$ cat src/sv/knq_ram.sv
module knq_ram #(
    parameter int WIDTH = 8,
    parameter int DEPTH = 16
) (
    input  logic                     clk,
    input  logic                     we,
    input  logic [$clog2(DEPTH)-1:0] waddr,
    input  logic [WIDTH-1:0]         wdata,
    input  logic [$clog2(DEPTH)-1:0] raddr,
    output logic [WIDTH-1:0]         rdata
);

    logic [WIDTH-1:0] mem [DEPTH];

    always_ff @(posedge clk)
    begin
        if (we)
        begin
            mem[waddr] <= wdata;
        end
        rdata <= mem[raddr];
    end

endmodule

$ cat config.mk
export PLATFORM = sky130hd
export DESIGN_NAME = knq_ram
export DESIGN_NICKNAME = d
export VERILOG_FILES = /design/src/sv/knq_ram.sv
export SDC_FILE = /design/constraint.sdc
export NUM_CORES = 1
export LEC_CHECK = 0
export BUFFER_PORTS_ARGS = -buffer_cell sky130_fd_sc_hd__buf_2
export CAP_MARGIN = 20
export CORE_ASPECT_RATIO = 1.75
export CORE_MARGIN = 3
export CORE_UTILIZATION = 25
export CTS_BUF_LIST = sky130_fd_sc_hd__clkbuf_4 sky130_fd_sc_hd__clkbuf_8
export CTS_CLUSTER_DIAMETER = 100
export DETAILED_ROUTE_END_ITERATION = 7
export GPL_TIMING_DRIVEN = 0
export MAX_ROUTING_LAYER = met4
export SKIP_CTS_REPAIR_TIMING = 1
export SLEW_MARGIN = 10
export SYNTH_ARGS = -nofsm -noshare
export SYNTH_HDL_FRONTEND = slang
export SYNTH_SLANG_ARGS = --single-unit
$ cat constraint.sdc
create_clock -name clk -period 2.82 [get_ports clk]
set_clock_uncertainty 0.2 [all_clocks]
set_input_delay 0.564 -clock clk [delete_from_list [all_inputs] [get_ports clk]]
set_output_delay 0.564 -clock clk [all_outputs]
set_load 0.005 [all_outputs]
======== Word-level counts from Yosys, hierarchy flattened ========
Memories as Yosys holds them, arrays and structs flattened. A register that Yosys moved wholly into a read port is not among the register bits.
Index checks and enable logic that the tools add are counted.
storage, ports and cells
  memories ................................ 1
  memory bits (writable) .................. 128
  register bits after elaboration ......... 0
memory list
  name  depth  width  rd ports  clocked after Yosys merged registers in  wr ports  line  source
  mem   16     8      1         1                                        1         13    logic [WIDTH-1:0] mem [DEPTH];
cells by class
  mux-type cells .......................... 2
operator list
  operator          number
  2-to-1 mux 1 bit  2

======== Longest topological paths before layout ========
  word-level depth ........................ 2
  mapped depth ............................ 5

======== Worst setup path after synthesis ========
Ideal clock, no wire load.
  path kind ............................... input to register
  start ................................... input port waddr[2]
  end ..................................... memory mem[0][0], enable pin
  setup slack ............................. 563 ps
  library setup time ...................... 383 ps
  buffers on the path ..................... 0
  data arrival time ....................... 1,674 ps
  stages .................................. 2
  required time ........................... 2,237 ps
  cells stage by stage .................... or3b_2 > nor3_1
RTL lines
  item         line  source
  from (decl)  7     input logic [$clog2(DEPTH)-1:0] waddr,
  to (decl)    13
Straight into the memory's write port.

======== Final worst setup path ========
  start ................................... input port waddr[2]
  end ..................................... memory mem[0][5], enable pin
Straight into the memory's write port.

==> results.py <==
metrics = {
    "run_status": {
        "status": "finished clean",
    },
    "route": {
        "drc": 0,
        "drt-total-wl_mm": 10.1,
        "vias": 2334,
        "met1_length_mm": 4.09,
        "drtIter0Drc": 153,
        "wl_met3_microns": 304,
        "dr.pass1.iters": 4,
        "vias_per_cell": 4.40,
        "antenna_left": 0,
        "top_layer_used": "met4",
        "wl_met2_mm": 5.34,
        "wl_per_cell_microns": 19.0,
    },
    "synth": {
        "seq_area_frac_synth_pct": 77.8,
        "ys_types": 19,
        "synth_nets": 247,
        "synth.ff_latch_count": 136,
        "synth_area_leaders": "edfxtp_1 75%, mux4_2 7.9%, mux4_1 7.1%, dfxtp_1 3.1%, a22oi_1 2.3%",
        "synth.top_cell.area_share_pct": 74.7,
        "syn_avg_cell_area_sq_um": 22.5,
        "yosysTopAreaCell": "edfxtp_1",
        "syn_area_sq_um": 5150,
        "yosysWarnings": 0,
        "synthCells": 229,
    },
    "finish": {
        "fill_cells": 1919,
        "final_cell_area_sq_um": 5950,
        "antenna_cells": 0,
        "nets": 292,
        "final_util_pct": 29.8,
        "areaGrowthSynthToFinish_pct": 15.6,
        "final_common_cell": "edfxtp_1",
        "final_layout_size_suffix_gt1_share_pct": 29.1,
        "layout_common_cells": "128 x edfxtp_1, 29 x buf_2, 18 x mux4_2",
    },
    "die": {
        "fp-row-count": 68,
        "die_w_microns": 114,
        "coreArea_sq_um": 20000,
        "die_h_microns": 196,
        "die_area_sq_um": 22400,
        "initial_core_util_pct": 25.7,
        "io_pins": 26,
    },
    "sta": {
        "fin_setup_tns_ps": 0,
        "slew_violations": 0,
        "fin_ws_ps": 758,
        "hold_slack_ps": 354,
        "relSlewSlack_pct": 45.8,
        "final-setup-viol-count": 0,
        "worst_pin_slew_ps": 810,
        "fin_crit_sh_pct": 73.1,
        "layout_min_cycle_time_ps": 2060,
        "clock.fmax_mhz": 485,
        "rsz0062_at_grt": "false",
        "hold_violations": 0,
    },
    "critical_path": {
        "startpoint_type": "input port",
        "cp_max_fo": 5,
        "worstPathCellList": "buf_2, or3b_2, nor3_1, buf_2",
        "critical_path_class": "input port to flop",
        "required_ps": 2730,
        "arrival_ps": 1980,
        "slowest_delay_ps": 520,
        "slowest_stage": "or3b_2",
        "end_kind": "flop",
        "path_common_cell": "buf_2",
    },
    "hold_path": {
        "hold_path.class": "input port to flop",
    },
    "grt": {
        "first_global_vias": 2589,
        "track_usage_pct": 9.88,
        "grt_max_degree": 17,
        "grt_pass1_wl_mm": 15.4,
        "antenna_found_initial": 0,
        "overflow": 0,
    },
    "placed_design": {
        "hpwl_mm": 7.05,
        "place_area_sq_um": 5590,
        "place_congestion": 0.795,
        "place_ws_ps": 319,
        "port_buffers": 24,
    },
    "clocking": {
        "clkTransAtPathRegs_ps": 70,
        "clock_sinks": 136,
        "cts_tree": "built",
        "clock_tree.root_cell": "clkbuf_8",
        "clkLatencyLatePin_ps": 410,
        "numCtsBuffers": 17,
        "cts_max_level": 4,
        "clockBufferDepth": 2,
    },
    "power_and_ir_drop": {
        "power_density_nw_per_um2": 661,
        "peakVddDrop_uv": 266,
        "power.leakage_nw": 1.93,
    },
    "flow_run": {
        "cap_violations": 0,
    },
}
[kinds of logic (layout without fill, tap and decap cells)]
logic type | count (synthesis) | count (layout) | synth area share, %
compound gates | 16 | 16 | 2.33
simple gates | 35 | 35 | 3.18
mux | 32 | 32 | 15.0
buf+inv | 10 | 66 | 1.68
flops | 136 | 136 | 77.8
[critical path, delay by kind of cell]
kind / cells / cell delay (ps)
buffers and inverters: 2 / 420
and+or+nand+nor: 2 / 1000
[layer usage]
layer	global-route usage, %	vias to the layer above
li1	-	1061
met1	10.8	1203
met2	16.2	54
met3	2.93	16
met4	5.02	0
met5	-	-
[synthesized netlist by cell type]
| master | count |
|---|---|
| or3b_2 | 1 |
| mux4_1 | 14 |
| nor2_1 | 13 |
| nor2b_1 | 1 |
| nand3b_1 | 2 |
| edfxtp_1 | 128 |
| buf_2 | 3 |
| mux4_2 | 18 |
| dfxtp_1 | 8 |
| nor3_1 | 4 |
| a22oi_1 | 16 |
| nand3_1 | 1 |
| and2b_1 | 1 |
| buf_4 | 1 |
| buf_6 | 3 |
| clkdlybuf4s25_2 | 3 |
| nand2b_1 | 2 |
| and2_1 | 1 |
| nand2_1 | 9 |
[flip-flops by register name (all words and copies together) (netlist names)]
register  count
rdata         8
mem         128
[final cells by class]
| type | count | area, sq um | share of cell area [%] |
|---|---|---|---|
| multi-input cells | 83 | 1070 | 17.9 |
| clock inverters | 11 | 109 | 1.83 |
| clock buffers | 19 | 249 | 4.18 |
| well taps | 245 | 307 | 5.15 |
| flip-flops and latches | 136 | 4000 | 67.3 |
| repair buffers | 26 | 130 | 2.19 |
| plain buffers | 10 | 86.3 | 1.45 |
[report_power, final]
part | total (mW) | internal [mW] | switching [mW]
sequential | 2.27 | 2.26 | 0.0110
clock | 1.45 | 0.780 | 0.666
combinational | 0.217 | 0.0901 | 0.127
total | 3.93 | 3.13 | 0.804
[worst paths after layout]
path / from / endpoint / slack, ps / cells after the start
max: waddr[2] / mem[0][5] / 760 / 4
min: wdata[6] / mem[6][6] / 350 / 1
max reg2reg: mem[1][3] / rdata[3] / 1180 / 3
min reg2reg: mem[12][1] / rdata[1] / 500 / 3
[per-stage QoR]
stage	instances	power (mW)
4_1_cts	530	3.98
6_report	530	3.93
5_1_grt	530	4.07
3_3_place_gp	498	2.53
2_1_floorplan	229	2.43
3_5_place_dp	500	2.54
Note: power is estimated with default switching activity, not from simulation.
