**src/sv/knq_pkg.sv**
```systemverilog
package knq_pkg;

    localparam int MAX_POINTS_DEF = 64;

    localparam int COORD_W = 16;
    localparam int DIST_W  = 33;
    localparam int SQ_W    = 32;
    localparam int RANK_W  = 7;
    localparam int CFG_IDX_W  = 2;
    localparam int CFG_DATA_W = 16;

    localparam logic [CFG_IDX_W-1:0] CFG_QUERY_X = 2'd0;
    localparam logic [CFG_IDX_W-1:0] CFG_QUERY_Y = 2'd1;
    localparam logic [CFG_IDX_W-1:0] CFG_RANK    = 2'd2;

    localparam logic signed [COORD_W-1:0] QUERY_X_RST = 16'sd66;
    localparam logic signed [COORD_W-1:0] QUERY_Y_RST = 16'sd14;
    localparam logic [RANK_W-1:0]         RANK_RST    = 7'd2;

    typedef struct packed {
        logic [DIST_W-1:0]         dist_sq;
        logic signed [COORD_W-1:0] y;
        logic signed [COORD_W-1:0] x;
    } entry_t;

    localparam int ENTRY_W = $bits(entry_t);

    typedef struct packed {
        logic mul_x;
        logic mul_y;
    } sqd_ctl_t;

    typedef enum logic [4:0] {
        ST_IDLE,
        ST_SQX,
        ST_SQY,
        ST_STORE,
        ST_SEL_INIT,
        ST_PART_START,
        ST_PIVOT,
        ST_SCAN_RD,
        ST_SCAN_CMP,
        ST_SWAP_RD,
        ST_SWAP_WR,
        ST_END_RD,
        ST_END_SW,
        ST_END_WR,
        ST_EMIT_RD,
        ST_EMIT_LD,
        ST_EMIT_OUT
    } state_t;

endpackage

```
**src/sv/knq_sqdist.sv**
```systemverilog
module knq_sqdist (
    input  logic                                  clk,
    input  knq_pkg::sqd_ctl_t                     ctl,
    input  logic signed [knq_pkg::COORD_W-1:0]    point_x,
    input  logic signed [knq_pkg::COORD_W-1:0]    point_y,
    input  logic signed [knq_pkg::COORD_W-1:0]    query_x,
    input  logic signed [knq_pkg::COORD_W-1:0]    query_y,
    output logic [knq_pkg::DIST_W-1:0]            distance
);

    logic signed [knq_pkg::COORD_W:0]     dx;
    logic signed [knq_pkg::COORD_W:0]     dy;
    logic signed [knq_pkg::COORD_W:0]     operand;
    logic signed [2*knq_pkg::COORD_W+1:0] product;
    logic [knq_pkg::SQ_W-1:0]             sq_x_reg;
    logic [knq_pkg::SQ_W-1:0]             sq_y_reg;

    // One squaring multiplier serves both axes on consecutive cycles.
    assign dx      = {point_x[knq_pkg::COORD_W-1], point_x} - {query_x[knq_pkg::COORD_W-1], query_x};
    assign dy      = {point_y[knq_pkg::COORD_W-1], point_y} - {query_y[knq_pkg::COORD_W-1], query_y};
    assign operand = ctl.mul_x ? dx : dy;
    assign product = operand * operand;

    always_ff @(posedge clk)
    begin
        if (ctl.mul_x)
        begin
            sq_x_reg <= product[knq_pkg::SQ_W-1:0];
        end
        if (ctl.mul_y)
        begin
            sq_y_reg <= product[knq_pkg::SQ_W-1:0];
        end
    end

    assign distance = {1'b0, sq_x_reg} + {1'b0, sq_y_reg};

endmodule

```
**config.mk**
```make
export PLATFORM = sky130hd
export DESIGN_NAME = knq_sqdist
export DESIGN_NICKNAME = d
export VERILOG_FILES = /design/src/sv/knq_pkg.sv /design/src/sv/knq_sqdist.sv
export SDC_FILE = /design/constraint.sdc
export NUM_CORES = 1
export LEC_CHECK = 0
export BUFFER_PORTS_ARGS = -buffer_cell sky130_fd_sc_hd__buf_2
export CAP_MARGIN = 25
export CORE_UTILIZATION = 30
export CTS_BUF_LIST = sky130_fd_sc_hd__clkbuf_8
export DETAILED_ROUTE_END_ITERATION = 8
export MAX_ROUTING_LAYER = met4
export PLACE_DENSITY = 0.56
export SLEW_MARGIN = 20
export SYNTH_ARGS = -nofsm -noshare
export SYNTH_HDL_FRONTEND = slang
export SYNTH_SLANG_ARGS = --single-unit
```
**constraint.sdc**
```tcl
create_clock -name clk -period 19.6 [get_ports clk]
set_input_delay 1.96 -clock clk [delete_from_list [all_inputs] [get_ports clk]]
set_output_delay 1.96 -clock clk [all_outputs]
set_load 0.005 [all_outputs]
```
### Yosys cells after proc, flatten, opt, wreduce, memory -nomap -nowiden

Cells that the tools add are included.

* add/sub/neg operators: 3
* multipliers: 1
* muxes and demuxes: 1

Operator list (count)
* 16-bit by 16-bit subtractor with 17-bit output: 2
* 32-bit by 32-bit adder with 33-bit output: 1
* 17-bit by 17-bit multiplier with 32-bit output: 1
* 17-bit two-way mux: 1

* flip-flop bits (word level): 64
* input bits: 67
* output and inout port bits: 33
* word-level logic and storage cells: 7

### Longest topological paths before layout

Gate-level depths: netlist (run 1).

* depth after elaboration: 3
* depth in mapped cells: 35
* gate-level depth less buffers: 34

### Worst setup path after synthesis (run 1)

No wires, ideal clock.

* kind: input -> register
* from: input port point_y[0] (netlist name)
* to: register sq_x_reg[31] (netlist name) (data pin)
* library setup time: 271 ps
* arrival time: 8945 ps
* data required time: 19329 ps
* path slack: 10384 ps
* stages on the path: 33
* path buffers: 1
* path through: inv_1 > ha_1 > inv_1 > fa_1 > a211oi_1 > o21ai_1 > nand2_1 > o21ai_0 > a21oi_1 > xnor2_1 > mux2_2 > inv_1 > buf_2 > nor2_1 > fa_1 > inv_1 > fa_1 > inv_1 > fa_1 > inv_1 > fa_1 > inv_1 > fa_1 > fa_1 > ha_1 > a21oi_1 > nor2b_1 > o21ai_0 > o211ai_1 > a21oi_2 > o21ai_0 > mux2i_1 > xnor3_1

* word-level cells in the longest chain between the ends: 3

Ends and longest elaborated chain
* start: declaration: RTL line knq_sqdist.sv:5 `input logic signed [knq_pkg::COORD_W-1:0] point_y,`
* 16-bit by 16-bit subtractor with 17-bit output: RTL line knq_sqdist.sv:20 `assign dy = {point_y[knq_pkg::COORD_W-1], point_y} - {query_y[knq_pkg::COORD_W-1], query_y};`
* 17-bit two-way mux: RTL line knq_sqdist.sv:21 `assign operand = ctl.mul_x ? dx : dy;`
* 17-bit by 17-bit multiplier with 32-bit output: RTL line knq_sqdist.sv:22 `assign product = operand * operand;`
* named net product, one bit: RTL line knq_sqdist.sv:14 `logic signed [2*knq_pkg::COORD_W+1:0] product;`
* end signal: assignment: RTL line knq_sqdist.sv:28 `sq_x_reg <= product[knq_pkg::SQ_W-1:0];`
* end: declaration: RTL line knq_sqdist.sv:15 `logic [knq_pkg::SQ_W-1:0] sq_x_reg;`

The timed path passes the listed nets, and every way through them passes these cells.
A chain may end at the register's enable or synchronous reset.

### Final worst setup path (run 1)

Ends and elaborated chain as after synthesis.

==> results of run 1 <==
per-layer routing:
layer,part of all wire,GRT usage
met5,0,-
met1,0.45,0.195
met2,0.50,0.270
met3,0.033,0.0184
met4,0.020,0.0394
cells in the mapped netlist (7+ instances only):
library cell    n
a211oi_1       12
a21o_1         23
a21oi_1        51
and3_1          8
clkbuf_1       22
edfxtp_1       62
fa_1          260
ha_1          141
inv_1         362
inv_2           7
nand2_1        93
nand2b_1       22
nand3_1        18
nor2_1        150
nor2b_1        11
nor3_1         16
o21a_1         20
o21ai_0        36
o21bai_1       10
o31ai_1         8
or2_2           8
or3_1           8
xnor2_1        63
xor2_1         17
cell type report:
type                            count  area, µm²  share of cell area
Tap cell                          607        759              0.0487
Timing Repair Buffer              106        548              0.0351
Inverter                          370       1390              0.0890
Multi-Input combinational cell   1052      10800               0.694
Clock inverter                      7       90.1             0.00577
Clock buffer                        9        124             0.00794
Sequential cell                    62       1860               0.119
final timing paths:
kind	end	cells past startpoint
setup / recovery	sq_x_reg[31]	33
hold / removal	sq_y_reg[8]	1
stage by stage:
stage	instance area (µm²)	utilization	hold WS, ns
5_1_grt	15600	0.335	2.28
3_3_place_gp	15400	0.330	2.47
4_1_cts	15600	0.335	2.25
6_report	15600	0.335	2.24
2_1_floorplan	14200	-	2.07
3_5_place_dp	15400	0.330	2.47
kinds of logic (layout without fill, tap and decap cells):
kind of cell	Yosys count	in the layout	share of synthesized area
fa+ha+maj	401	401	0.491
buf+inv	396	492	0.105
simple gates	350	350	0.110
compound gates	212	212	0.105
xor+xnor	81	81	0.0510
flops	62	62	0.131
mux	8	8	0.00626
==> run metrics, run 1 <==
achievable frequency 0.0950 GHz; number of distinct library cells after synthesis 69; Maximum Capacitance Violations 0; layout cells sized above 1 0.0971; port bufs 99; number of design-rule violations left by the first detailed-router iteration 433; run status finished, final reports clean; effective utilization at floorplan 0.305; post-cts repair resize count 0; DRT Wirelength 34000 µm; transition time of the tightest slew-check pin 1.04 ns; crit-path max cell delay 0.53 ns; antenna diode instance count 0; buffer and inverter count on the worst path 8; Setup WS pre-CTS 8.76 ns; kind of launch point of the worst setup path input pin; Die W 219 µm; final routed wire length divided by cell count 15.3 µm; source of the critical timing path point_y[0]; register bit total from synthesis 62; Post-Syn Area 0.0142 mm²; minimum period implied by the final worst setup slack 10.53 ns; RSZ-0062 raised after global routing false; maximum clock path buffer count 2; final setup TNS 0 ns; net count of the finished layout 2069; fillcell total 4828; routability congestion estimate from global placement 0.896; Critical Path RT 19.71 ns; Chip Height 219 µm; mean cell area of the mapped netlist 9.39 µm²; Worst-path clk slew 0.07 ns; layout overhead on the synthesized area 10.0%; highest-delay cell along the critical path fa_1; average via count per standard cell 4.65; worst rel slew slack 0.301; hold path start ctl[0]; number of hold buffers added after cts 0; Root Buffer Master clkbuf_8; number of antenna-violating nets in the routed design 0; syn_nets 1978; most frequent cells in the layout inv_1, fa_1, nor2_1, ha_1, buf_2; wire length of the first global-routing pass 57300 µm; antenna violations before repair 0; Pins Over Slew Limit 0; half-perimeter wire length of the detailed placement result 28800 µm; number of failing setup endpoints in the final timing report 0; post-route insts no fill 2213; TritonCTS buffer count 9; Hold Path Class input pin to register; final critical-path share of the clock period 0.537; post-CTS repair timing setup buffer count 0; # DRC 0; Placed Cells 2197; top fanout value on the critical path 14; maximum number of pins on one net before global-route repair 56; most common cell after layout, fill and taps aside inv_1; top-level I/O count 100; Critical Setup Path Class input pin to register; # H-tree levels 3; vias in the first global route 11400; overall global routing resource usage 0.157; Fin. Hold Viols 0; number of standard-cell rows in the floorplan 79; leftover overflow at the end of global routing 0; portion of the post-synthesis area used by sequential elements 0.131; most area-hungry cell type in the Yosys netlist fa_1; cell types with the largest area share after synthesis fa_1, edfxtp_1, ha_1, inv_1, nor2_1; delay-heaviest family, CP adder cells; data arrival time of the critical path 10.63 ns; EDFF count, synth 62; number of instances in the synthesized netlist 1510; via count of the routed design 10300; first-pass iteration count of the detailed router 5; post-route worst setup slack 9.07 ns; TritonCTS clock tree done; element type at the critical path end register; fraction of registers with async set/reset 0; top cell type's share of synthesized area 0.367; total die area 0.0481 mm²; area of the core 0.0466 mm²; TritonCTS Sinks 62; Synth Flop Type edfxtp_1; count of yosys warnings during synthesis 0
Power of run 1 is not shown: default switching activity piles up to over one toggle a cycle in this logic, so the estimate is an artifact.
==> inputs of run 2 (changes only) <==
- ABC_AREA: default -> 1
- clock period: 19.6 -> 10.65 ns (I/O delays scaled with it)
==> run 2 against run 1 <==
Net effect:
- global-route usage grew 0.22 points
- worst hold slack lost 0.97 ns
- first-iteration DRC count grew 40%
- highest routed layer unchanged
- setup slack lost 7.5 ns
- utilization shrank 0.18 points
- sequential cell count is the same
- non-clock buffer count is the same
- largest cell class unchanged
- via count grew 19%
- routed wire length grew 15%
- sequential share of layout area shrank 0.82 points
- synthesized cell count grew 25%
- synthesized area grew 8.1%
==> run metrics, run 2 <==
run status finished, final reports clean; RSZ-0062 raised after global routing false; source of the critical timing path point_y[0]; achievable frequency 0.110 GHz; most common cell after layout, fill and taps aside inv_1; cell types with the largest area share after synthesis fa_1, edfxtp_1, inv_1, ha_1, nand2_1; # H-tree levels 3 (unchanged); port bufs 99 (unchanged); post-CTS repair timing setup buffer count 0 (unchanged); first-pass iteration count of the detailed router 5 (unchanged); EDFF count, synth 62 (unchanged); effective utilization at floorplan 0.305 (+0.000349); element type at the critical path end register; Chip Height 228 µm (+3.9%); routability congestion estimate from global placement 0.912 (+1.8%); via count of the routed design 12200 (+19%); number of design-rule violations left by the first detailed-router iteration 606 (+40%); half-perimeter wire length of the detailed placement result 34300 µm (+19%); Post-DP Area 0.0166 mm² (+7.6%); minimum period implied by the final worst setup slack 9.09 ns; overall global routing resource usage 0.159 (+0.00223); highest-delay cell along the critical path nor2_2; number of standard-cell rows in the floorplan 82 (+3.8%); DRT Wirelength 38900 µm (+15%); vias in the first global route 13200 (+15%); number of hold buffers added after cts 0 (unchanged); worst rel slew slack 0.438 (+0.137); number of failing setup endpoints in the final timing report 0 (unchanged); fillcell total 5407 (+12%); Worst-path clk slew 0.08 ns (about the same); most frequent cells in the layout inv_1, nand2_1, fa_1, nor2_1, ha_1; number of instances in the synthesized netlist 1885 (+25%); Root Buffer Master clkbuf_8; post-layout util 0.333 (-0.00183); Pins Over Slew Limit 0 (unchanged); final routed wire length divided by cell count 14.7 µm (-4.5%); Die W 228 µm (+3.9%); area of the multi-input gates 0.0114 mm² (+5.6%); antenna violations before repair 0 (unchanged); data arrival time of the critical path 9.17 ns (-1.46 ns); Maximum Capacitance Violations 0 (unchanged); maximum number of pins on one net before global-route repair 32 (-43%); TritonCTS Sinks 62 (unchanged); Fin. Hold Viols 0 (unchanged); number of distinct library cells after synthesis 44 (-36%); top cell type's share of synthesized area 0.340 (-0.0275); kind of launch point of the worst setup path input pin; # DRC 0 (unchanged); mean cell area of the mapped netlist 8.13 µm² (-13%); post-cts repair resize count 0 (unchanged); final setup TNS 0 ns (unchanged); portion of the post-synthesis area used by sequential elements 0.121 (-0.00985); layout cells sized above 1 0.0958 (-0.00132); Critical Setup Path Class input pin to register; most frequently used cell type in the post-synthesis netlist inv_1; top fanout value on the critical path 20 (+6); final instance area 0.0168 mm² (+7.4%); Hold Path Class input pin to register; most area-hungry cell type in the Yosys netlist fa_1; maximum clock path buffer count 2 (unchanged); Post-Syn Area 0.0153 mm² (+8.1%); register bit total from synthesis 62 (unchanged); final critical-path share of the clock period 0.853; layout overhead on the synthesized area 9.28%; average via count per standard cell 4.60 (-1.1%); TritonCTS buffer count 9 (unchanged); crit-path max cell delay 0.66 ns (+0.13 ns); leftover overflow at the end of global routing 0 (unchanged); area of the core 0.0503 mm² (+8.0%); transition time of the tightest slew-check pin 0.842 ns (-0.200 ns); syn_nets 2353 (+19%); top-level I/O count 100 (unchanged); net count of the finished layout 2446 (+18%); hold path start ctl[1]; WHS Path Cells 1 (unchanged); antenna diode instance count 0 (unchanged); number of antenna-violating nets in the routed design 0 (unchanged); most frequent cells after synthesis inv_1, nand2_1, fa_1; count of yosys warnings during synthesis 0 (unchanged); total die area 0.0520 mm² (+8.0%); TritonCTS clock tree done; fraction of registers with async set/reset 0 (unchanged); wire length of the first global-routing pass 65700 µm (+15%); Critical Path RT 10.73 ns (-8.98 ns); total area of sequential cells 0.00186 mm² (unchanged); Synth Flop Type edfxtp_1
run 2: changes by cell type after synthesis, moves of 25 or more:
cell     previous run  this run
a21oi_1            51       100
inv_1             362       474
nand3_1            18        74
nand2_1            93       319
xnor2_1            63        28
xor2_1             17        42
run 2: area by class of cell:
class	instances	area share
Sequential cell	62	0.111
Multi-Input combinational cell	1301	0.682
Clock buffer	9	0.00739
Tap cell	672	0.0502
Timing Repair Buffer	106	0.0327
Clock inverter	7	0.00470
Inverter	498	0.112
run 2: metal layers:
metal	wire length, µm	part of all wire	track usage	vias up
li1	-	-	-	5929
met5	0	0	-	-
met2	18200	0.47	0.267	323
met1	17900	0.46	0.203	5890
met4	1170	0.030	0.0468	0
met3	1680	0.043	0.0155	69
run 2: kinds of logic (layout without fill, tap and decap cells):
family,after synthesis,count (layout),synth area share
compound gates,200,200,0.0738
buf+inv,522,620,0.133
fa+ha+maj,401,401,0.455
simple gates,630,630,0.177
xor+xnor,70,70,0.0400
flops,62,62,0.121
run 2: final timing paths:
kind	end	slack, ns
worst max-delay path	sq_x_reg[31]	1.56
worst min-delay path	sq_x_reg[4]	1.27
run 2: metrics by stage:
step,setup WS [ns],std cells,hold WS (ns)
after floorplan,3.16,1885,1.18
after global placement,1.36,2639,1.59
after detailed placement,1.30,2639,1.60
after CTS,1.67,2655,1.25
after global routing,1.23,2655,1.26
final,1.56,2655,1.27
run 2: critical path: cells and delay by family:
kind | cells | cell delay (ns)
AOI/OAI and AO/OA | 1 | 0.20
and+or+nand+nor | 14 | 2.69
adders and majority gates | 9 | 4.14
buffers and inverters | 8 | 1.02
Power of run 2 is left out for the same reason.
==> inputs of run 3 (changes only) <==
- CORE_MARGIN: default -> 1
- RECOVER_POWER: default -> 50
==> run 3 against run 2 <==
Net effect:
- the run now ends with capacitance limit, slew limit left
- first-iteration DRC count shrank 2.6%
- setup slack got worse by 0.32 ns
- non-clock buffer count is the same
- global-route usage did not move
- critical path depth down 9
- largest cell class unchanged
- highest routed layer unchanged
==> run metrics, run 3 (same netlist as run 2, synthesis figures left out) <==
run status finished with violations; violations in the final reports capacitance limit, slew limit; maximum number of pins on one net before global-route repair 32 (unchanged); DRT Wirelength 38900 µm (about the same); via count of the routed design 12200 (+0.20%); post-cts repair resize count 0 (unchanged); Root Buffer Master clkbuf_8; Pins Over Slew Limit 63 (+63); routability congestion estimate from global placement 0.912 (unchanged); top fanout value on the critical path 24 (+20%); achievable frequency 0.106 GHz (-3.4%); TritonCTS Sinks 62 (unchanged); most common cell after layout, fill and taps aside inv_1; buffer and inverter count on the worst path 7 (-1); fillcell total 5414 (+0.13%); # DRC 0 (unchanged); worst rel slew slack -0.177 (-0.615); Maximum Capacitance Violations 2 (+2); kind of launch point of the worst setup path input pin; first-pass iteration count of the detailed router 5 (unchanged); most numerous cell on the critical path fa_1; layout cells sized above 1 0.0908 (-0.00504); half-perimeter wire length of the detailed placement result 34300 µm (unchanged); wire length of the first global-routing pass 65700 µm (unchanged); port bufs 99 (unchanged); data arrival time of the critical path 9.49 ns (+0.32 ns); TritonCTS clock tree done; antenna diode instance count 0 (unchanged); Critical Path RT 10.73 ns (about the same); Max Used Layer met4; number of failing setup endpoints in the final timing report 0 (unchanged); overall global routing resource usage 0.159 (unchanged); TritonCTS buffer count 9 (unchanged); layout overhead on the synthesized area 9.15%; most frequent cells in the layout inv_1, nand2_1, fa_1, nor2_1, ha_1; final setup TNS 0 ns (unchanged); net count of the finished layout 2446 (unchanged); Die W 228 µm (unchanged); final critical-path share of the clock period 0.883 (+0.0296); effective utilization at floorplan 0.305 (unchanged); Hold Path Class input pin to register; vias in the first global route 13200 (unchanged); minimum period implied by the final worst setup slack 9.40 ns (+0.315 ns); number of antenna-violating nets in the routed design 0 (unchanged); average via count per standard cell 4.61 (+0.20%); delay-heaviest family, CP adder cells; worst hold slack across all endpoints 1.63 ns (+0.367 ns); Post-DP Area 0.0166 mm² (unchanged); final instance area 0.0167 mm² (-0.12%); final routed wire length divided by cell count 14.7 µm (about the same); top-level I/O count 100 (unchanged); transition time of the tightest slew-check pin 1.77 ns (+0.924 ns); sum of routed wire segments on met1 17800 µm (-0.28%); Critical Setup Path Class input pin to register; total die area 0.0520 mm² (unchanged); length of routed met3 wiring 1710 µm (+1.9%); Chip Height 228 µm (unchanged); crit-path max cell delay 1.02 ns (+0.36 ns); number of hold buffers added after cts 0 (unchanged); Worst-path clk slew 0.08 ns (about the same); highest-delay cell along the critical path clkbuf_1; maximum clock path buffer count 2 (unchanged); number of standard-cell rows in the floorplan 82 (unchanged); antenna violations before repair 0 (unchanged); amount of wire on met2 after detailed routing 18200 µm (+0.23%); # H-tree levels 3 (unchanged); number of design-rule violations left by the first detailed-router iteration 590 (-2.6%); area of the core 0.0503 mm² (unchanged); post-CTS repair timing setup buffer count 0 (unchanged); RSZ-0062 raised after global routing false; element type at the critical path end register; leftover overflow at the end of global routing 0 (unchanged); Fin. Hold Viols 0 (unchanged); critical path, cell by cell clkbuf_1, inv_1, nand2_1, nor2_1, nor2_2, inv_2, nor2_1, fa_1, inv_1, fa_1, fa_1, fa_1, fa_1, fa_1, inv_1, ha_1, inv_1, nor3_1, nand4_1, o211ai_1, inv_1, nand2_1, nand2_1
[run 3: final cells by class]
| type | count | area [µm²] | share of cell area |
|---|---|---|---|
| clock buffer | 9 | 124 | 0.00740 |
| clock inverter | 7 | 78.8 | 0.00471 |
| inverter | 498 | 1870 | 0.112 |
| multi-input combinational | 1301 | 11400 | 0.683 |
| sequential | 62 | 1860 | 0.111 |
| tap | 672 | 841 | 0.0502 |
| timing repair buffer | 106 | 532 | 0.0318 |
[run 3: per-layer routing]
layer,track usage,vias to the layer above
met5,-,-
met4,0.0468,0
met3,0.0155,67
met2,0.267,336
met1,0.203,5906
li1,-,5927
[run 3: stage by stage]
| step | instances | setup WS (ns) | util |
|---|---|---|---|
| after floorplan | 1885 | 3.16 | - |
| after global placement | 2639 | 1.36 | 0.329 |
| after detailed placement | 2639 | 1.30 | 0.329 |
| after CTS | 2655 | 1.67 | 0.333 |
| after global routing | 2655 | 0.846 | 0.333 |
| final | 2655 | 1.25 | 0.333 |
[run 3: path summary, 6_finish.rpt]
path,startpoint,depth (start not counted),endpoint
worst max-delay path,ctl[1],23,sq_x_reg[31]
worst min-delay path,ctl[1],1,sq_x_reg[4]
Power of run 3 is left out for the same reason.
