**src/sv/knq_pkg.sv**
```systemverilog
package knq_pkg;

    localparam int MAX_POINTS_DEF = 64;

    localparam int COORD_W = 16;
    localparam int DIST_W  = 33;
    localparam int SQ_W    = 32;
    localparam int RANK_W  = 7;
    localparam int CFG_IDX_W  = 2;
    localparam int CFG_DATA_W = 16;

    localparam logic [CFG_IDX_W-1:0] CFG_QUERY_X = 2'd0;
    localparam logic [CFG_IDX_W-1:0] CFG_QUERY_Y = 2'd1;
    localparam logic [CFG_IDX_W-1:0] CFG_RANK    = 2'd2;

    localparam logic signed [COORD_W-1:0] QUERY_X_RST = 16'sd66;
    localparam logic signed [COORD_W-1:0] QUERY_Y_RST = 16'sd14;
    localparam logic [RANK_W-1:0]         RANK_RST    = 7'd2;

    typedef struct packed {
        logic [DIST_W-1:0]         dist_sq;
        logic signed [COORD_W-1:0] y;
        logic signed [COORD_W-1:0] x;
    } entry_t;

    localparam int ENTRY_W = $bits(entry_t);

    typedef struct packed {
        logic mul_x;
        logic mul_y;
    } sqd_ctl_t;

    typedef enum logic [4:0] {
        ST_IDLE,
        ST_SQX,
        ST_SQY,
        ST_STORE,
        ST_SEL_INIT,
        ST_PART_START,
        ST_PIVOT,
        ST_SCAN_RD,
        ST_SCAN_CMP,
        ST_SWAP_RD,
        ST_SWAP_WR,
        ST_END_RD,
        ST_END_SW,
        ST_END_WR,
        ST_EMIT_RD,
        ST_EMIT_LD,
        ST_EMIT_OUT
    } state_t;

endpackage

```
**src/sv/knq_ctrl.sv**
```systemverilog
module knq_ctrl #(
    parameter int MAX_POINTS = knq_pkg::MAX_POINTS_DEF
) (
    input  logic                                clk,
    input  logic                                rst_n,
    input  logic                                in_valid,
    output logic                                in_ready,
    input  logic signed [knq_pkg::COORD_W-1:0]  in_x,
    input  logic signed [knq_pkg::COORD_W-1:0]  in_y,
    input  logic                                in_last,
    input  logic [knq_pkg::RANK_W-1:0]          rank,
    output knq_pkg::sqd_ctl_t                   sqd_ctl,
    output logic signed [knq_pkg::COORD_W-1:0]  pt_x,
    output logic signed [knq_pkg::COORD_W-1:0]  pt_y,
    input  logic [knq_pkg::DIST_W-1:0]          distance,
    output logic                                mem_we,
    output logic [$clog2(MAX_POINTS)-1:0]       mem_waddr,
    output knq_pkg::entry_t                     mem_wdata,
    output logic [$clog2(MAX_POINTS)-1:0]       mem_raddr,
    input  knq_pkg::entry_t                     mem_rdata,
    output logic                                out_valid,
    input  logic                                out_ready,
    output knq_pkg::entry_t                     out_entry,
    output logic                                out_last
);

    localparam int IW = $clog2(MAX_POINTS);
    localparam int CW = $clog2(MAX_POINTS + 1);
    localparam int SW = ((CW > knq_pkg::RANK_W) ? CW : knq_pkg::RANK_W) + 2;
    localparam logic [CW-1:0] COUNT_MAX = CW'(MAX_POINTS);

    knq_pkg::state_t state_reg, state_next;

    logic signed [knq_pkg::COORD_W-1:0] px_reg, px_next;
    logic signed [knq_pkg::COORD_W-1:0] py_reg, py_next;
    logic                               last_reg, last_next;
    logic [CW-1:0]                      count_reg, count_next;
    logic signed [SW-1:0]               lo_reg, lo_next;
    logic signed [SW-1:0]               hi_reg, hi_next;
    logic signed [SW-1:0]               k_reg, k_next;
    logic signed [SW-1:0]               scan_reg, scan_next;
    logic signed [SW-1:0]               fill_reg, fill_next;
    logic [CW-1:0]                      emit_reg, emit_next;
    logic [CW-1:0]                      idx_reg, idx_next;
    knq_pkg::entry_t                    piv_reg, piv_next;
    knq_pkg::entry_t                    tmp_reg, tmp_next;
    knq_pkg::entry_t                    out_reg, out_next;
    logic                               out_last_reg, out_last_next;

    logic signed [SW-1:0] count_s;
    logic signed [SW-1:0] rank_s;
    logic signed [SW-1:0] fill_m1;
    logic [CW-1:0]        idx_p1;

    assign count_s = SW'($signed({2'b00, count_reg}));
    assign rank_s  = SW'($signed({2'b00, rank}));
    assign fill_m1 = fill_reg - SW'(1);
    assign idx_p1  = idx_reg + CW'(1);

    always_ff @(posedge clk or negedge rst_n)
    begin
        if (!rst_n)
        begin
            state_reg <= knq_pkg::ST_IDLE;
            count_reg <= '0;
        end
        else
        begin
            state_reg <= state_next;
            count_reg <= count_next;
        end
    end

    always_ff @(posedge clk)
    begin
        px_reg       <= px_next;
        py_reg       <= py_next;
        last_reg     <= last_next;
        lo_reg       <= lo_next;
        hi_reg       <= hi_next;
        k_reg        <= k_next;
        scan_reg     <= scan_next;
        fill_reg     <= fill_next;
        emit_reg     <= emit_next;
        idx_reg      <= idx_next;
        piv_reg      <= piv_next;
        tmp_reg      <= tmp_next;
        out_reg      <= out_next;
        out_last_reg <= out_last_next;
    end

    always_comb
    begin
        state_next    = state_reg;
        px_next       = px_reg;
        py_next       = py_reg;
        last_next     = last_reg;
        count_next    = count_reg;
        lo_next       = lo_reg;
        hi_next       = hi_reg;
        k_next        = k_reg;
        scan_next     = scan_reg;
        fill_next     = fill_reg;
        emit_next     = emit_reg;
        idx_next      = idx_reg;
        piv_next      = piv_reg;
        tmp_next      = tmp_reg;
        out_next      = out_reg;
        out_last_next = out_last_reg;
        in_ready      = 1'b0;
        out_valid     = 1'b0;
        sqd_ctl       = '0;
        mem_we        = 1'b0;
        mem_waddr     = count_reg[IW-1:0];
        mem_wdata     = '{dist_sq: distance, y: py_reg, x: px_reg};
        mem_raddr     = scan_reg[IW-1:0];

        case (state_reg)
            knq_pkg::ST_IDLE:
            begin
                in_ready = 1'b1;
                if (in_valid)
                begin
                    px_next   = in_x;
                    py_next   = in_y;
                    last_next = in_last;
                    if (count_reg != COUNT_MAX)
                    begin
                        state_next = knq_pkg::ST_SQX;
                    end
                    else if (in_last)
                    begin
                        state_next = knq_pkg::ST_SEL_INIT;
                    end
                end
            end
            knq_pkg::ST_SQX:
            begin
                sqd_ctl.mul_x = 1'b1;
                state_next    = knq_pkg::ST_SQY;
            end
            knq_pkg::ST_SQY:
            begin
                sqd_ctl.mul_y = 1'b1;
                state_next    = knq_pkg::ST_STORE;
            end
            knq_pkg::ST_STORE:
            begin
                mem_we     = 1'b1;
                count_next = count_reg + CW'(1);
                state_next = last_reg ? knq_pkg::ST_SEL_INIT : knq_pkg::ST_IDLE;
            end
            knq_pkg::ST_SEL_INIT:
            begin
                count_next = '0;
                lo_next    = '0;
                hi_next    = count_s - SW'(1);
                k_next     = rank_s - SW'(1);
                emit_next  = (rank_s < count_s) ? rank_s[CW-1:0] : count_reg;
                idx_next   = '0;
                if (rank == '0 || count_reg == '0)
                begin
                    state_next = knq_pkg::ST_IDLE;
                end
                else
                begin
                    state_next = knq_pkg::ST_PART_START;
                end
            end
            knq_pkg::ST_PART_START:
            begin
                mem_raddr = lo_reg[IW-1:0];
                if (hi_reg < lo_reg)
                begin
                    state_next = knq_pkg::ST_EMIT_RD;
                end
                else
                begin
                    state_next = knq_pkg::ST_PIVOT;
                end
            end
            knq_pkg::ST_PIVOT:
            begin
                piv_next   = mem_rdata;
                scan_next  = lo_reg + SW'(1);
                fill_next  = lo_reg + SW'(1);
                state_next = knq_pkg::ST_SCAN_RD;
            end
            knq_pkg::ST_SCAN_RD:
            begin
                mem_raddr = scan_reg[IW-1:0];
                if (scan_reg > hi_reg)
                begin
                    state_next = knq_pkg::ST_END_RD;
                end
                else
                begin
                    state_next = knq_pkg::ST_SCAN_CMP;
                end
            end
            knq_pkg::ST_SCAN_CMP:
            begin
                mem_raddr = fill_reg[IW-1:0];
                if (mem_rdata.dist_sq < piv_reg.dist_sq)
                begin
                    tmp_next   = mem_rdata;
                    state_next = knq_pkg::ST_SWAP_RD;
                end
                else
                begin
                    scan_next  = scan_reg + SW'(1);
                    state_next = knq_pkg::ST_SCAN_RD;
                end
            end
            knq_pkg::ST_SWAP_RD:
            begin
                mem_we     = 1'b1;
                mem_waddr  = scan_reg[IW-1:0];
                mem_wdata  = mem_rdata;
                state_next = knq_pkg::ST_SWAP_WR;
            end
            knq_pkg::ST_SWAP_WR:
            begin
                mem_we     = 1'b1;
                mem_waddr  = fill_reg[IW-1:0];
                mem_wdata  = tmp_reg;
                fill_next  = fill_reg + SW'(1);
                scan_next  = scan_reg + SW'(1);
                state_next = knq_pkg::ST_SCAN_RD;
            end
            knq_pkg::ST_END_RD:
            begin
                mem_raddr  = fill_m1[IW-1:0];
                state_next = knq_pkg::ST_END_SW;
            end
            knq_pkg::ST_END_SW:
            begin
                mem_we     = 1'b1;
                mem_waddr  = lo_reg[IW-1:0];
                mem_wdata  = mem_rdata;
                state_next = knq_pkg::ST_END_WR;
            end
            knq_pkg::ST_END_WR:
            begin
                mem_we    = 1'b1;
                mem_waddr = fill_m1[IW-1:0];
                mem_wdata = piv_reg;
                if (fill_m1 >= k_reg)
                begin
                    hi_next = fill_m1 - SW'(1);
                end
                else
                begin
                    lo_next = fill_reg;
                end
                state_next = knq_pkg::ST_PART_START;
            end
            knq_pkg::ST_EMIT_RD:
            begin
                mem_raddr  = idx_reg[IW-1:0];
                state_next = knq_pkg::ST_EMIT_LD;
            end
            knq_pkg::ST_EMIT_LD:
            begin
                out_next      = mem_rdata;
                out_last_next = (idx_p1 == emit_reg);
                state_next    = knq_pkg::ST_EMIT_OUT;
            end
            knq_pkg::ST_EMIT_OUT:
            begin
                out_valid = 1'b1;
                if (out_ready)
                begin
                    idx_next   = idx_p1;
                    state_next = out_last_reg ? knq_pkg::ST_IDLE : knq_pkg::ST_EMIT_RD;
                end
            end
            default:
            begin
                state_next = knq_pkg::ST_IDLE;
            end
        endcase
    end

    assign pt_x      = px_reg;
    assign pt_y      = py_reg;
    assign out_entry = out_reg;
    assign out_last  = out_last_reg;

    a_count_bound: assert property (@(posedge clk) disable iff (!rst_n)
        count_reg <= COUNT_MAX)
        else $error("point count beyond store depth");

    a_scan_order: assert property (@(posedge clk) disable iff (!rst_n)
        (state_reg == knq_pkg::ST_SCAN_CMP) |-> (fill_reg <= scan_reg && scan_reg <= hi_reg))
        else $error("partition indexes out of order");

    a_pivot_slot: assert property (@(posedge clk) disable iff (!rst_n)
        (state_reg == knq_pkg::ST_END_WR) |-> (fill_reg > lo_reg && fill_m1 <= hi_reg))
        else $error("pivot placed outside its range");

    a_one_side: assert property (@(posedge clk) disable iff (!rst_n)
        out_valid |-> !in_ready)
        else $error("input taken while a result is pending");

endmodule

```
**config.mk**
```make
export PLATFORM = sky130hd
export DESIGN_NAME = knq_ctrl
export DESIGN_NICKNAME = d
export VERILOG_FILES = /design/src/sv/knq_pkg.sv /design/src/sv/knq_ctrl.sv
export SDC_FILE = /design/constraint.sdc
export NUM_CORES = 1
export LEC_CHECK = 0
export ABC_AREA = 1
export BUFFER_PORTS_ARGS = -buffer_cell sky130_fd_sc_hd__buf_2
export CORE_MARGIN = 10
export CORE_UTILIZATION = 59
export CTS_BUF_LIST = sky130_fd_sc_hd__clkbuf_4 sky130_fd_sc_hd__clkbuf_8 sky130_fd_sc_hd__clkbuf_16
export CTS_CLUSTER_DIAMETER = 100
export DETAILED_ROUTE_END_ITERATION = 8
export GPL_TIMING_DRIVEN = 0
export PLACE_DENSITY = 0.86
export SLEW_MARGIN = 20
export SYNTH_ARGS = -nofsm -noshare
export SYNTH_HDL_FRONTEND = slang
export SYNTH_SLANG_ARGS = --single-unit
```
**constraint.sdc**
```tcl
create_clock -name clk -period 14 [get_ports clk]
set_input_delay 2.8 -clock clk [delete_from_list [all_inputs] [get_ports clk]]
set_output_delay 2.8 -clock clk [all_outputs]
set_load 0.02 [all_outputs]
```
# Yosys cells after proc, flatten, opt, wreduce, memory -nomap -nowiden
# Index checks and enable logic that the tools add are counted.
[totals]
romBits = 0
regBits = 300
mem_count = 0
latchBits = 0
input_bits = 142
out_inout_bits = 180
word_cells = 109
ram_bits = 0
[op_classes]
bitwise_logic = 0
magnitude_cmp = 5
eq_ne = 24
n_div = 0
n_shift = 0
n_mul = 0
n_reduce_logical = 19
n_addsub = 9
muxes = 30
[op_table]
columns = ["cell", "count"]
rows = [
  ["one-hot mux 65 bit (3 select lines)", 1],
  ["one-hot mux 5 bit (16 select lines)", 1],
  ["one-hot mux 9 bit (2 select lines)", 3],
  ["one-hot mux 6 bit (4 select lines)", 2],
  ["== test 5 x 4 -> 1 bit, second input constant", 8],
  ["less-than comparator 33 bit", 1],
  ["one-hot mux 7 bit (2 select lines)", 2],
  ["adder 9 x 2 -> 9 bit, second input constant", 3],
  ["two-way mux 9 bit", 3],
  ["one-hot mux 9 bit (3 select lines)", 1],
  ["== test 5 x 3 -> 1 bit, second input constant", 4],
  ["two-way mux 5 bit", 4],
  ["subtractor 9 x 2 -> 9 bit, second input constant", 2],
  ["subtractor 7 x 1 -> 8 bit, second input constant", 2],
  ["adder 7 x 1 -> 7 bit, second input constant", 2],
  ["logical NOT 7 bit", 2],
  ["two-way mux 7 bit", 2],
  ["two-way mux 4 bit", 3],
  ["AND reduction 2 bit", 6],
  ["== test 5 x 2 -> 1 bit, second input constant", 2],
  ["inequality test 2 bit, second input constant", 5],
  ["greater-or-equal comparator 9 bit", 1],
  ["greater-than comparator 9 bit", 1],
  ["less-than comparator 9 bit", 1],
  ["other kinds (16)", 25],
]

# Depth between registers and ports, before layout
# Gate-level depths: netlist of run 1.
[depth]
depth_word = 4
ltp_mapped = 16
ltp_nobuf = 16

# Worst setup path after synthesis of run 1
# Ideal clock, no wire load.
[synth_path]
path_type = "input-to-output"
from = "input mem_rdata[0] (netlist name)"
to = "output mem_wdata[0] (netlist name)"
n_path_buf = 0
arrival_time_ps = 3147
slack_ps = 8053
cell_stages = 2
required_time_ps = 11200
path_cell_list = "a22oi_1 > nand3_1"
[synth_lines]
columns = ["element", "line_no", "source"]
rows = [
  ["start: declaration", "knq_ctrl.sv:20", "input knq_pkg::entry_t mem_rdata,"],
  ["end: declaration", "knq_ctrl.sv:18", "output knq_pkg::entry_t mem_wdata,"],
]

==> results.md, run 1 <==
- Status: completed
- Seq. cell area: 8920 µm²
- Minimum clock period: 6.42 ns
- Final core utilization: 73.1%
- Cell Area, Placed: 16800 µm²
- Power per Cell Area: 164 nW/µm²
- Die ar.: 31400 µm²
- Netlist cell types: 46
- Final setup fails: 0
- Hold_buf cts: 0
- Wire length per cell: 22.4 µm
- Max VDD drop: 0.145 mV
- Post-synth EDFFs: 287
- WP data arrival: 3.62 ns
- Worst Tran Pin Value: 0.968 ns
- Boundary pin count: 322
- Worst Setup End Kind: primary output
- Core area: 24300 µm²
- Final #Nets: 1928
- CTS buffer count: 31
- Flops & latches, synth: 299
- Hold WC Path Type: register to register
- CTS tree: yes
- Slew margin rel.: 35.1%
- Share of layout cells above drive strength 1: 25.3%
- Clk sink count: 299
- Footprint of the multi-input gates: 4890 µm²
- Initial drt markers: 1359
- Placed Cells: 2002
- Initial antenna violation count: 7
- Final weighted congestion in routability-driven placement: 0.996
- Setup Crit Path Kind: input port to primary output
- IO buf count: 321
- Vias after detailed routing: 12208
- Fin crit share: 45.9%
- Syn Nets: 1561
- Routed WL: 46.2 mm
- Post-DRT Antenna Nets: 0
- Final HPWL DP: 34.9 mm
- Max capacitance violation total: 0
- Synth Flop Type: edfxtp_1
- Post-CTS Setup Bufs: 0
- Synth-to-layout area growth: 22.2%
- Row cnt: 57
- Synthesized area per cell: 10.8 µm²
- Pwr Total: 2.92 mW
- Number of global-route vias before repair: 12259
- Startpoint types: input port
- Fin area: 17800 µm²
- Async SR Flop Fraction: 4.01%
- Grt ovf: 0
- DR DRC count: 0
- Worst hold slack: 0.645 ns
- Post-route setup slack: 7.58 ns
- Post-synthesis sequential area ratio: 61.3%
- Pin count of the biggest net entering global routing: 40
- Synth Cell Area: 14600 µm²
- Die width: 177 µm
- First-pass GRT wire length: 69.9 mm
- Final Skew: 0.0158 ns
- FF-to-FF path depth: 15
- Final Hold Fails: 0
- Setup_tns: 0 ns
- Vias/cell: 5.92
- CP max FO: 5
- Gates resized, CTS repair: 0
- Die Span Y: 177 µm
- Mapped Cells: 1344
- Hold path depth: 2
- Initial core utilization: 59.9%
- RSZ-0062 raised after global routing: false
- Total GRT Usage: 28.7%
- Leakage power: 7.68 nW
- Largest buffer count on any clock path: 3
- Fin cells: 2063
- Root buffer cell: clkbuf_16
- CP required: 11.20 ns
- Dpl ws: 7.60 ns
- H-tree levels: 1
- Fill cells: 1630
- First drt pass iteration count: 6
- YS warnings: 0
- Max Fclk: 0.156 GHz
- Slew Limit Fails: 0
- CTS clock-pin slew for the worst setup and hold paths: 0.06 ns
- Clk Latency, worst-skew pair: 0.56 ns
==> power breakdown <==
part | total, mW | internal (mW) | switching [mW]
clock | 0.803 | 0.466 | 0.337
sequential | 1.17 | 1.11 | 0.0661
combinational | 0.943 | 0.291 | 0.652
total | 2.92 | 1.87 | 1.06
==> per-layer routing <==
metal / vias to the layer above / track usage (%) / wire length, µm
li1: 5468 / - / -
met1: 5808 / 33.9 / 15900
met2: 798 / 49.4 / 23400
met3: 130 / 7.08 / 5070
met4: 4 / 11.5 / 1880
met5: - / 0 / 31
==> final cells by class <==
cell class,instances,share of cell area (%)
Antenna cell,5,0.0704
Buffer,37,1.25
Clock buffer,42,4.83
Clock inverter,14,0.732
Inverter,147,3.12
Multi-Input combinational cell,861,27.5
Sequential cell,299,50.2
Tap cell,324,2.28
Timing Repair Buffer,334,10.1
==> final timing paths <==
path                                      end          start  slack [ns]
worst min register to register     idx_reg[6]     idx_reg[6]        0.64
worst max register to register      lo_reg[6]    fill_reg[0]       10.41
worst max-delay path            mem_wdata[51]  mem_rdata[51]        7.58
min in group asynchronous        count_reg[3]          rst_n        2.13
max in group asynchronous        count_reg[6]          rst_n       11.61
worst min-delay path               idx_reg[6]     idx_reg[6]        0.64
==> placed cells by master (no fill, tap or decap), drive strengths merged, types with 4 or more instances in the layout <==
cell type / Yosys / layout
buf: 30 / 364
nand2: 316 / 316
edfxtp: 287 / 287
inv: 147 / 149
nor2: 97 / 97
nand3: 92 / 92
ha: 75 / 75
a22oi: 53 / 53
clkbuf: 7 / 49
a21oi: 48 / 48
o21ai: 36 / 36
xor2: 32 / 32
nand4: 27 / 27
o22ai: 13 / 13
nor3: 13 / 13
dfrtp: 12 / 12
o211ai: 11 / 11
xnor2: 9 / 9
clkinv: 0 / 8
a31oi: 6 / 6
diode: 0 / 5
a21o: 5 / 5
o21a: 5 / 5
a221oi: 4 / 4
nor4: 4 / 4
nand3b: 4 / 4
==> critical path, stage by stage <==
cell,delay (ns)
buf_2,0.16
a22oi_1,0.23
nand3_1,0.21
buf_2,0.22
==> synth_stat cells, types with 2 or more instances <==
cell | n | area, µm²
xor2_1 | 30 | 263
nor2_2 | 3 | 18.8
o21a_1 | 5 | 37.5
a22oi_1 | 53 | 398
inv_2 | 7 | 26.3
edfxtp_1 | 287 | 8620
xnor2_1 | 9 | 78.8
nor4_1 | 4 | 25.0
ha_1 | 75 | 938
buf_2 | 21 | 105
o211ai_1 | 11 | 82.6
clkbuf_1 | 6 | 22.5
o21ai_1 | 2 | 10.0
dfrtp_1 | 12 | 300
o21ai_0 | 34 | 170
a221oi_1 | 4 | 35.0
nor2_1 | 94 | 353
buf_6 | 7 | 78.8
o22ai_1 | 13 | 81.3
nand3b_1 | 4 | 30.0
a21o_1 | 5 | 37.5
nand4_1 | 26 | 163
xor2_2 | 2 | 32.5
a31oi_1 | 6 | 37.5
nor3_1 | 11 | 55.1
nand3_1 | 92 | 460
nand2_2 | 2 | 12.5
inv_1 | 140 | 526
nand2_1 | 314 | 1180
a21oi_1 | 48 | 240
or2_2 | 2 | 12.5
==> kinds of logic after synthesis <==
| group | count (synthesis) | synth area share (%) |
|---|---|---|
| AOI/OAI and AO/OA | 187 | 8.11 |
| and+or+nand+nor | 557 | 16.2 |
| buffers and inverters | 184 | 5.32 |
| adders and majority gates | 75 | 6.45 |
| muxes | 1 | 0.0688 |
| DFF | 299 | 61.3 |
| xor gates and xnor gates | 41 | 2.57 |
(Power assumes the default switching activity.)
==> run 2: changes to the inputs <==
CORE_UTILIZATION = 50   (was 59)
PLACE_DENSITY = 0.77   (was 0.86)
clock period = 5.7 ns   (was 14 ns; I/O delays follow)
==> results.md, run 2 (synthesis results as in run 1) <==
- Root buffer cell: clkbuf_16
- Clock group share of total power: 27.8% (+0.3 points)
- DR DRC count: 0 (unchanged)
- First drt pass iteration count: 8 (+2)
- Most frequent cells in the layout: 342 x buf_2, 314 x nand2_1, 287 x edfxtp_1
- Setup Crit Path Kind: register to primary output
- Power per Cell Area: 402 nW/µm² (+140%)
- Synth-to-layout area growth: 22.7%
- Gates resized, CTS repair: 0 (unchanged)
- IO buf count: 321 (unchanged)
- Hold WC Path Type: input port to asynchronous set/reset pin
- Share of layout cells above drive strength 1: 25.4% (+0.087 points)
- Buffers & Inverters on Critical Path: 2 (unchanged)
- Routed WL: 44.6 mm (-3.3%)
- Switch Pwr: 2.59 mW (+150%)
- Row cnt: 62 (+8.8%)
- Commonest non-fill, non-tap cell in the layout: buf_2
- Crit-path cells: nand2_1 > nor2_1 > nand2_2 > nand2_2 > nor3_4 > buf_6 > nand2_1 > o211ai_1 > buf_2
- First-pass GRT wire length: 67.7 mm (-3.1%)
- Post-CTS Setup Bufs: 0 (unchanged)
- Slew Limit Fails: 0 (unchanged)
- Die ar.: 36300 µm² (+16%)
- Total GRT Usage: 23.9% (-4.9 points)
- Initial core utilization: 50.7% (-9.1 points)
- Startpoint types: register
- Clk Latency, worst-skew pair: 0.55 ns (about the same)
- Worst Tran Pin Value: 0.758 ns (-0.211 ns)
- Initial antenna violation count: 9 (+2)
- H-tree levels: 1 (unchanged)
- Sw frac: 36.1% (-0.071 points)
- Fin cells: 2121 (+2.8%)
- Hold_buf cts: 0 (unchanged)
- Crit-path max cell delay: 0.61 ns (+0.38 ns)
- Initial drt markers: 987 (-27%)
- Pin count of the biggest net entering global routing: 39 (-2.5%)
- Slowest stage cell on the critical path: nor3_4
- CTS tree: yes
- Final weighted congestion in routability-driven placement: 0.984 (-1.2%)
- Pwr Total: 7.17 mW (+150%)
- Final core utilization: 62.2% (-11 points)
- Final setup fails: 0 (unchanged)
- Final #Nets: 1927 (-0.052%)
- Minimum clock period: 4.16 ns
- Leakage power: 7.68 nW (about the same)
- Vias/cell: 5.49 (-7.3%)
- Fin crit share: 72.9%
- Slew margin rel.: 49.3% (+14 points)
- Wire length per cell: 21.0 µm (-6.0%)
- Core area: 28700 µm² (+18%)
- Die width: 191 µm (+7.7%)
- Max Fclk: 0.241 GHz
- Number of global-route vias before repair: 11985 (-2.2%)
- CTS buffer count: 30 (-3.2%)
- RSZ-0062 raised after global routing: false
- Placed Cells: 2062 (+3.0%)
- Largest buffer count on any clock path: 3 (unchanged)
- Worst hold slack: 0.474 ns (-0.171 ns)
- Final Hold Fails: 0 (unchanged)
- Crit path max-delay family: simple AND/OR/NAND/NOR gates
- Comb pwr share: 32.0% (-0.3 points)
- Status: completed
- Final HPWL DP: 34.4 mm (-1.3%)
- WP data arrival: 3.02 ns (-0.60 ns)
- Post-DRT Antenna Nets: 0 (unchanged)
- Sequential Power Share: 40.2% (about the same)
- Vias after detailed routing: 11640 (-4.7%)
- Dpl ws: 2.16 ns (-5.45 ns)
- CP required: 4.56 ns (-6.64 ns)
- Int Pwr: 4.59 mW (+150%)
- CP max FO: 10 (+5)
- Grt ovf: 0 (unchanged)
- Die Span Y: 191 µm (+7.7%)
- Final Skew: 0.0107 ns (-0.00509 ns)
- Worst Setup End Kind: primary output
- CTS clock-pin slew for the worst setup and hold paths: 0.06 ns (about the same)
- Post-route setup slack: 1.54 ns (-6.03 ns)
- Boundary pin count: 322 (unchanged)
- Max capacitance violation total: 0 (unchanged)
- Clk sink count: 299 (unchanged)
- Max VDD drop: 0.376 mV (+160%)
-- run 2: worst paths after layout --
path	start	to	slack, ns	depth (start not counted)
min	rst_n	count_reg[3]	0.47	1
max in group asynchronous	rst_n	state_reg[4]	4.99	1
max reg2reg	fill_reg[0]	lo_reg[7]	2.10	15
max	state_reg[3]	mem_waddr[2]	1.54	9
min in group clk	idx_reg[6]	idx_reg[6]	0.63	2
min reg2reg	idx_reg[6]	idx_reg[6]	0.63	2
-- run 2: power by group through the flow --
stage | clock [mW] | combinational [mW] | sequential [mW]
after floorplan | 0 | 1.35 | 2.95
after global placement | 0 | 2.18 | 2.93
after detailed placement | 0 | 2.27 | 2.92
after CTS | 2.01 | 2.28 | 2.88
after global routing | 2.09 | 2.50 | 2.90
final | 2.00 | 2.30 | 2.88
-- run 2: through the flow --
step / cell area (µm²) / setup TNS [ns]
4_1_cts: 17800 / 0
3_5_place_dp: 16800 / 0
5_1_grt: 17900 / 0
2_1_floorplan: 14600 / 0
3_3_place_gp: 16600 / -179.99
6_report: 17900 / 0
-- run 2: worst register-to-register path: stages (launching register included) --
cell and delay (ns):
edfxtp_1 0.56, inv_1 0.27, ha_1 0.23, nand3_1 0.20
nor2_1 0.19, nand2_1 0.08, o21ai_0 0.14, nand2_1 0.16
ha_1 0.40, nand2_1 0.10, nor2_1 0.13, nand3b_1 0.12
nand4_1 0.11, nand3_1 0.09, nand2_1 0.10, o21a_1 0.39
-- run 2: area by class of cell --
type | instances | area, µm²
Clock inverter | 18 | 188
Antenna cell | 5 | 12.5
Fill cell | 2336 | 10800
Timing Repair Buffer | 334 | 1790
Buffer | 37 | 223
Sequential cell | 299 | 8920
Inverter | 147 | 554
Clock buffer | 36 | 813
Multi-Input combinational cell | 861 | 4890
Tap cell | 384 | 480
-- run 2: routing by layer --
layer / up-vias / wire length [µm] / track usage, %
met3: 97 / 4050 / 6.60
met4: 6 / 1480 / 9.24
met5: - / 39 / 0
li1: 5475 / - / -
met1: 5555 / 16700 / 28.1
met2: 507 / 22300 / 40.8
